$ cat config.mk
export PLATFORM = sky130hd
export DESIGN_NAME = ffha_ctrl
export DESIGN_NICKNAME = d
export VERILOG_FILES = /design/src/design/ffha_pkg.sv /design/src/design/ffha_ctrl.sv
export SDC_FILE = /design/constraint.sdc
export NUM_CORES = 1
export LEC_CHECK = 0
export ABC_AREA = 0
export BUFFER_PORTS_ARGS = -buffer_cell sky130_fd_sc_hd__buf_2
export CAP_MARGIN = 10
export CORE_MARGIN = 1.5
export CORE_UTILIZATION = 53
export CTS_CLUSTER_SIZE = 16
export DETAILED_ROUTE_END_ITERATION = 16
export PLACE_DENSITY = 0.78
export SYNTH_ARGS = -nofsm -noshare
export SYNTH_HDL_FRONTEND = slang
export SYNTH_SLANG_ARGS = --single-unit
$ cat constraint.sdc
create_clock -name i_clk -period 1.85 [get_ports i_clk]
set_input_delay 0.185 -clock i_clk [delete_from_list [all_inputs] [get_ports i_clk]]
set_output_delay 0.185 -clock i_clk [all_outputs]
set_load 0.005 [all_outputs]
$ cat src/design/ffha_pkg.sv
package ffha_pkg;

    // Defaults for the top-level parameters
    localparam int HEAP_BYTES_DEF   = 4096;
    localparam int HEADER_BYTES_DEF = 16;

    // Fixed field widths
    localparam int OFS_W  = 13;
    localparam int STAT_W = 2;

    localparam logic [OFS_W-1:0] LIMIT_RESET = 13'd4096;

    localparam logic OP_ALLOC = 1'b0;
    localparam logic OP_FREE  = 1'b1;

    localparam logic [STAT_W-1:0] ST_OK     = 2'd0;
    localparam logic [STAT_W-1:0] ST_FAIL   = 2'd1;
    localparam logic [STAT_W-1:0] ST_REJECT = 2'd2;

    typedef enum logic [3:0] {
        CMD_NONE     = 4'd0,
        CMD_CLEAR    = 4'd1,
        CMD_START    = 4'd2,
        CMD_A_CHK    = 4'd3,
        CMD_A_EVAL   = 4'd4,
        CMD_A_SPLIT  = 4'd5,
        CMD_A_FIXN   = 4'd6,
        CMD_A_APPEND = 4'd7,
        CMD_F_CHK    = 4'd8,
        CMD_F_EVAL   = 4'd9,
        CMD_F_NEXT   = 4'd10,
        CMD_F_PREV   = 4'd11,
        CMD_F_PEVAL  = 4'd12,
        CMD_F_LINK   = 4'd13,
        CMD_F_FIX    = 4'd14,
        CMD_LOAD     = 4'd15
    } t_cmd;

    typedef struct packed {
        logic req_zero;
        logic walk_ok;
        logic rd_start;
        logic fits;
        logic split;
        logic off_last;
        logic nxt_in;
        logic bad_free;
        logic cur_bad;
        logic eval_next;
        logic off_zero;
        logic link_next;
        logic clr_last;
    } t_dp_status;

endpackage

$ cat src/design/ffha_ctrl.sv
module ffha_ctrl (
    input  logic                 i_clk,
    input  logic                 i_rst_n,
    input  logic                 i_in_valid,
    input  logic                 i_op,
    input  logic                 i_out_ready,
    input  ffha_pkg::t_dp_status i_status,
    output logic                 o_in_ready,
    output logic                 o_out_valid,
    output ffha_pkg::t_cmd       o_cmd
);
    import ffha_pkg::*;

    typedef enum logic [14:0] {
        S_CLEAR    = 15'b000000000000001,
        S_IDLE     = 15'b000000000000010,
        S_A_CHK    = 15'b000000000000100,
        S_A_EVAL   = 15'b000000000001000,
        S_A_SPLIT  = 15'b000000000010000,
        S_A_FIXN   = 15'b000000000100000,
        S_A_APPEND = 15'b000000001000000,
        S_F_CHK    = 15'b000000010000000,
        S_F_EVAL   = 15'b000000100000000,
        S_F_NEXT   = 15'b000001000000000,
        S_F_PREV   = 15'b000010000000000,
        S_F_PEVAL  = 15'b000100000000000,
        S_F_LINK   = 15'b001000000000000,
        S_F_FIX    = 15'b010000000000000,
        S_DONE     = 15'b100000000000000
    } t_state;

    t_state r_state, n_state;
    logic   r_out_valid, n_out_valid;
    logic   in_acc;
    logic   load;

    assign in_acc      = (r_state == S_IDLE) && i_in_valid;
    assign load        = (r_state == S_DONE) && (!r_out_valid || i_out_ready);
    assign o_in_ready  = (r_state == S_IDLE);
    assign o_out_valid = r_out_valid;

    always_comb begin
        n_state = r_state;
        o_cmd   = CMD_NONE;
        case (r_state)
            S_CLEAR: begin
                o_cmd = CMD_CLEAR;
                if (i_status.clr_last) n_state = S_IDLE;
            end
            S_IDLE: begin
                if (in_acc) begin
                    o_cmd   = CMD_START;
                    n_state = (i_op == OP_FREE) ? S_F_CHK : S_A_CHK;
                end
            end
            S_A_CHK: begin
                o_cmd = CMD_A_CHK;
                if (i_status.req_zero)     n_state = S_DONE;
                else if (i_status.walk_ok) n_state = S_A_EVAL;
                else                       n_state = S_A_APPEND;
            end
            S_A_EVAL: begin
                o_cmd = CMD_A_EVAL;
                if (!i_status.rd_start)                     n_state = S_A_APPEND;
                else if (i_status.fits && i_status.split)   n_state = S_A_SPLIT;
                else if (i_status.fits)                     n_state = S_DONE;
                else if (i_status.off_last)                 n_state = S_A_APPEND;
                else                                        n_state = S_A_CHK;
            end
            S_A_SPLIT: begin
                o_cmd   = CMD_A_SPLIT;
                n_state = (!i_status.off_last && i_status.nxt_in) ? S_A_FIXN : S_DONE;
            end
            S_A_FIXN: begin
                o_cmd   = CMD_A_FIXN;
                n_state = S_DONE;
            end
            S_A_APPEND: begin
                o_cmd   = CMD_A_APPEND;
                n_state = S_DONE;
            end
            S_F_CHK: begin
                o_cmd   = CMD_F_CHK;
                n_state = i_status.bad_free ? S_DONE : S_F_EVAL;
            end
            S_F_EVAL: begin
                o_cmd = CMD_F_EVAL;
                if (i_status.cur_bad)        n_state = S_DONE;
                else if (i_status.eval_next) n_state = S_F_NEXT;
                else                         n_state = S_F_PREV;
            end
            S_F_NEXT: begin
                o_cmd   = CMD_F_NEXT;
                n_state = S_F_PREV;
            end
            S_F_PREV: begin
                o_cmd   = CMD_F_PREV;
                n_state = i_status.off_zero ? S_F_LINK : S_F_PEVAL;
            end
            S_F_PEVAL: begin
                o_cmd   = CMD_F_PEVAL;
                n_state = S_F_LINK;
            end
            S_F_LINK: begin
                o_cmd   = CMD_F_LINK;
                n_state = i_status.link_next ? S_F_FIX : S_DONE;
            end
            S_F_FIX: begin
                o_cmd   = CMD_F_FIX;
                n_state = S_DONE;
            end
            S_DONE: begin
                if (load) begin
                    o_cmd   = CMD_LOAD;
                    n_state = S_IDLE;
                end
            end
            default: n_state = S_CLEAR;
        endcase
    end

    always_comb begin
        n_out_valid = r_out_valid;
        if (load)             n_out_valid = 1'b1;
        else if (i_out_ready) n_out_valid = 1'b0;
    end

    always_ff @(posedge i_clk) begin
        if (!i_rst_n) begin
            r_state     <= S_CLEAR;
            r_out_valid <= 1'b0;
        end else begin
            r_state     <= n_state;
            r_out_valid <= n_out_valid;
        end
    end
endmodule

* Word level (Yosys, flattened, before mapping) *
Index checks and enable logic that the tools add are counted.

word-level totals
  flip-flop bits (word level) = 16
  input port bits = 18
  output and inout bits = 6
  word-level logic and storage cells = 52

cells by class
  eq/ne operators = 18
  mux-type cells = 22
  reduce and logical (&&, ||, !) cells = 10

operators by type and width
  operator              number
  $pmux 15 s13          1
  $mux 15               11
  $pmux 4 s15           1
  $eq 15x1->1 const B   1
  $eq 15x10->1 const B  1
  $eq 15x11->1 const B  1
  $eq 15x12->1 const B  1
  $eq 15x13->1 const B  1
  $eq 15x14->1 const B  1
  $eq 15x15->1 const B  1
  $eq 15x2->1 const B   1
  $eq 15x3->1 const B   1
  $eq 15x4->1 const B   1
  $eq 15x5->1 const B   1
  $eq 15x6->1 const B   1
  $eq 15x7->1 const B   1
  $eq 15x8->1 const B   1
  $eq 15x9->1 const B   1
  $mux 7                2
  $mux 13               1
  $mux 11               1
  $mux 8                1
  $logic_and 1x1->1     4
  $mux 4                1
  9 further kinds       12

* Depth between registers and ports, before layout *
  depth in word-level cells = 5
  depth in mapped cells = 6
  mapped depth without buffers = 5

* Least setup slack after synthesis *
No wires, ideal clock.

  path kind = register -> register
  start = register r_state[6]
  end = register r_state[14]
  setup time = 77 ps
  arrival time = 1635 ps
  required time = 1773 ps
  slack = 138 ps
  stages on the path, launching flop included = 7
  buffers on the path = 1
  period minus slack after synthesis = 1712 ps
  cells stage by stage = dfxtp_1 -> buf_2 -> nor4_4 -> nand4_2 -> or3_1 -> o211a_1 -> a41oi_2

on the way
  cells in the longest elaborated chain, start to end = 4
  elaborated cells between the ends (all ways) = 23
  those cells by class = eq/ne (18); mux (1); reduce/logical (4)

ends and longest elaborated chain
  element                                                               line              text
  start, declared                                                       ffha_ctrl.sv:32   t_state r_state, n_state;
  start signal, assigned                                                ffha_ctrl.sv:133  r_state <= n_state;
  parallel branches: the longest is 4 deep, another holds $eq 15x14->1  -

Several ways; the timed one is not identified.
A chain may end at the register's enable or synchronous reset.

* Worst setup path after layout *
  start = register r_state[9]
  end = output port o_cmd[1]

on the way
  cells in the longest elaborated chain, start to end = 4
  elaborated cells between the ends (all ways) = 20
  those cells by class = eq/ne (15); mux (3); reduce/logical (2)

ends and longest elaborated chain
  element                                      line                                               text
  $eq 15x15->1 or $eq 15x2->1 (tied branches)  ffha_ctrl.sv:38, ffha_ctrl.sv:45, ffha_ctrl.sv:37
  $logic_and 1x1->1, on equally long branches  ffha_ctrl.sv:38, ffha_ctrl.sv:37
  $mux 4 or $mux 2 (tied branches)             ffha_ctrl.sv:113, ffha_ctrl.sv:51
  $pmux 4 s15 *                                ffha_ctrl.sv:45                                    case (r_state)
  end, declared                                ffha_ctrl.sv:10                                    output ffha_pkg::t_cmd o_cmd

Mark *: on every way between the ends. The rest lies on a longest branch, timed or not.

==> impl_results.md <==
- Gate power share: 0.246
- Hold Crit Start: i_status[2]
- Worst path bufs/invs: 3
- Leading area contributor after synthesis: dfxtp_1
- Setup slack, reg-to-reg: -40 ps
- Half-perimeter wire length after placement: between 2000 and 3000 um
- Switching component of the power: roughly 0.25 mW
- Fmax: just under 500 MHz
- Largest fanout on the critical path: 4
- Register area: 354 sq um
- CP startpoint kind: flip-flop
- Synth cell types: 47
- Hold slack: 40.7 ps
- Fin crit share: 1.12
- Area occupied by multi-input gates: about 910 sq um
- I/O pin count: 24
- Core area: between 0.002 and 0.0025 sq mm
- CTS tree: yes
- Status: finished, violations left
- Crit Path Category: flip-flop to output pin
- Antenna violations before repair: 0
- Wire length on met2: about 2400 um
- GRT Util Overall: 0.388
- Predominant post-synthesis flop cell: dfxtp_1
- Slowest stage cell, crit path: nor4_4
- Post-Synth Adder-Cell Area: 0
- DR pass1 iterations: 7
- Flip-flop and latch count after synthesis: 16
- Routability cong.: between 0.9 and 1
- Peak supply drop: around 0.46 mV
- Drt initial violations: around 140
- Hold EP: r_state[11]$_SDFFE_PN0P_
- P per Cell Area: between 400 and 500 mW/mm^2
- Fill cells: 90
- WL final: 5190 um
- Share of power burned in registers: 0.441
- Clock transition at path regs: 100 ps
- Post-synthesis simple-gate area fraction: 0.484
- H-tree Lvls: 1
- Post-synth EDFFs: 0
- Compound-Gate Fraction of Synth Area: 0.156
- Layout cells sized above 1: 0.551
- Placed instance count: 209
- CP required: approximately 1700 ps
- Wl on met1: 1850 um
- Die area: about 0.0025 sq mm
- CP max stage delay: 380 ps
- Yosys top cell area share: 0.279
- CP Cell Sequence: nor4_4, buf_4, nand4_1, inv_1, nand2_2, nand4_1, buf_2
- Post-CTS Hold Buffers: 0
- Mean Syn Cell Area: about 8 sq um
- P_int: between 0.5 and 0.6 mW
- DP Worst Slack: -12.1 ps
- Final hold vios: 0
- Largest net degree at the start of global routing: 10
- # setup viols final: 8
- Largest family of logic cells by synthesized area: simple AND/OR/NAND/NOR gates
- R2r endpoint: r_state[0]$_SDFFE_PN1P_
- Area growth syn-to-layout: 55.9%
- Mux share of post-synthesis cell area: 0
- Family with the most delay on the worst path: simple AND/OR/NAND/NOR gates
- Final worst slack: -223 ps
- Chip height: 49.5 um
- Vias in the first global route: roughly 1,500
- CTS Root Cell: clkbuf_4
- Detailed-route via count: around 1,600
- Asr flop ratio synth: 0
- YS warnings: 0
- Syn Std Cell Area: 0.00115 sq mm
- Clock Path Buffers: 2
- Post-Synth XOR/XNOR Area: 0.0382
- Fin crit period: 2070 ps
- Net Count, Synth: approximately 160
- First-pass GRT wire length: 7180 um
- Highest metal used: met4
- Most frequent CP cell: nand4_1
- Net Sw Frac: 0.306
- MaxCap Viol Count: 0
- Starting Density: 0.573
- Layout Cells excl Fill: approximately 230
- Pleak: a little under 0.8 nW
- Cell count after synthesis: between 100 and 150
- Nature of the critical path endpoint: output pin
- Detailed-route vias per instance: roughly 6.8
- Routed met3 length: roughly 640 um
- Area contributors post-synth: dfxtp_1 28%, nor2_1 5.6%, nor4_4 5.6%, nand2_1 3.9%, nand4_1 3.8%
- Worst slew margin: 0.678
- Die X: 49.5 um
- GRT Residual Overflow: 0
- Hold path depth: 2
- Fin nets: 224
- Path depth of the worst reg2reg path: 7
- RSZ-0062 raised after global routing: true
- I/O Buffers: 23
- Worst R2R Start: r_state[1]$_SDFFE_PN0P_
- Clock Power Share: 0.314
- Clk sinks: 16
- Clock skew: between 8 and 9 ps
- Worst Tran Pin Value: a little under 500 ps
- Final Instance Area: roughly 0.0018 sq mm
- DR WL/cell: 22.4 um
- CTS buffer count: 3
- Worst min-delay path class: input port to flip-flop
- Data arrival, critical path: between 1500 and 2000 ps
- Register area share after synthesis: 0.279
- Final Max Slew Viols: 0
- Placed inst area: 0.00142 sq mm
- Post-DRT Antenna Nets: 0
- Clock latency at the later pin of the worst-skew pair: between 300 and 400 ps
- Failing checks: negative setup slack
- DRC: 0
- Antenna Cells: 0
- FP Rows: 16
## state kept, by name, summed over array words and instances (netlist names)
name,cells
r_state,15
o_out_valid,1
## synthesized netlist by cell type (2+ instances only)
cell type / number
nor2_1: 17
dfxtp_1: 16
nand2_1: 12
nor3_1: 8
nand4_1: 7
o21ai_0: 7
inv_1: 5
nand3_1: 5
a21oi_1: 4
nor2b_1: 4
nor3b_1: 4
nor4b_1: 4
or3_1: 4
nand2b_1: 3
nor4_4: 3
xor2_1: 3
and3_1: 2
buf_2: 2
nand4_2: 2
nor4_1: 2
o22ai_1: 2
or2_2: 2
xnor2_1: 2
## worst register-to-register path, cell delays in order (launching register included)
cell	delay [ps]
dfxtp_4	380
buf_6	140
nor4b_2	160
nand4_1	160
buf_4	170
o311ai_1	80
or4b_1	520
o221ai_2	200
## per-stage QoR
step | TNS, ps | util | total power, mW
3_3_place_gp | 0 | 0.708 | 0.494
6_report | -966 | 0.894 | 0.803
5_1_grt | -1420 | 0.894 | 0.820
4_1_cts | -325 | 0.856 | 0.754
2_1_floorplan | 0 | - | 0.440
3_5_place_dp | -12.1 | 0.708 | 0.497
## power by group through the flow
stage	Clock [mW]	Combinational, mW	Sequential, mW
floorplan	0	0.0777	0.362
CTS	0.239	0.164	0.351
detailed placement	0	0.128	0.369
global route	0.261	0.206	0.353
global placement	0	0.126	0.368
finish	0.252	0.197	0.354
## cells by family (layout without fill, tap and decap cells)
| logic type | count (synthesis) | count (layout) |
|---|---|---|
| AND/OR/NAND/NOR | 88 | 88 |
| XOR/XNOR | 5 | 5 |
| buffers and inverters | 10 | 71 |
| flip-flops | 16 | 16 |
| AO/OA/AOI/OAI | 25 | 25 |
## cell usage in the layout (no fill, tap or decap), drive strengths merged, types with 4 or more instances in the layout
cell    instances
buf            62
nor2           17
dfxtp          16
nand2          12
nand4           9
nor3            9
o21ai           7
inv             5
nor4            5
nand3           5
nor3b           4
a21oi           4
or3             4
clkbuf          4
nor2b           4
nor4b           4
## layout make-up
type / instances / area share
Multi-Input combinational cell: 118 / 0.510
Clock buffer: 4 / 0.0203
Inverter: 5 / 0.0105
Sequential cell: 16 / 0.198
Tap cell: 27 / 0.0189
Timing Repair Buffer: 62 / 0.243
## routing by layer
layer	up-vias	track usage
li1	670	-
met5	-	0
met4	0	0.139
met1	696	0.481
met2	172	0.647
met3	38	0.100
## worst max path at each step
stage | startpoint | to | slack, ps | depth (start not counted)
final | r_state[9]$_SDFFE_PN0P_ | o_cmd[1] | -220 | 7
after global placement | r_state[14]$_SDFFE_PN0P_ | r_state[0]$_SDFFE_PN1P_ | 10 | 5
after detailed placement | r_state[14]$_SDFFE_PN0P_ | r_state[0]$_SDFFE_PN1P_ | -10 | 5
after floorplan | r_state[6]$_SDFFE_PN0P_ | r_state[14]$_SDFFE_PN0P_ | 140 | 6
after global routing | r_state[9]$_SDFFE_PN0P_ | o_cmd[1] | -290 | 7
after CTS | r_state[11]$_SDFFE_PN0P_ | o_cmd[2] | -90 | 7
## repair_timing
| item | CTS | global route |
|---|---|---|
| pin swaps | 10 | 10 |
| buffers inserted | 17 | 3 |
| gates resized for setup | 44 | 15 |
| endpoints found under the setup margin | 6 | 10 |
No activity file was read; power rests on OpenSTA's default activity.
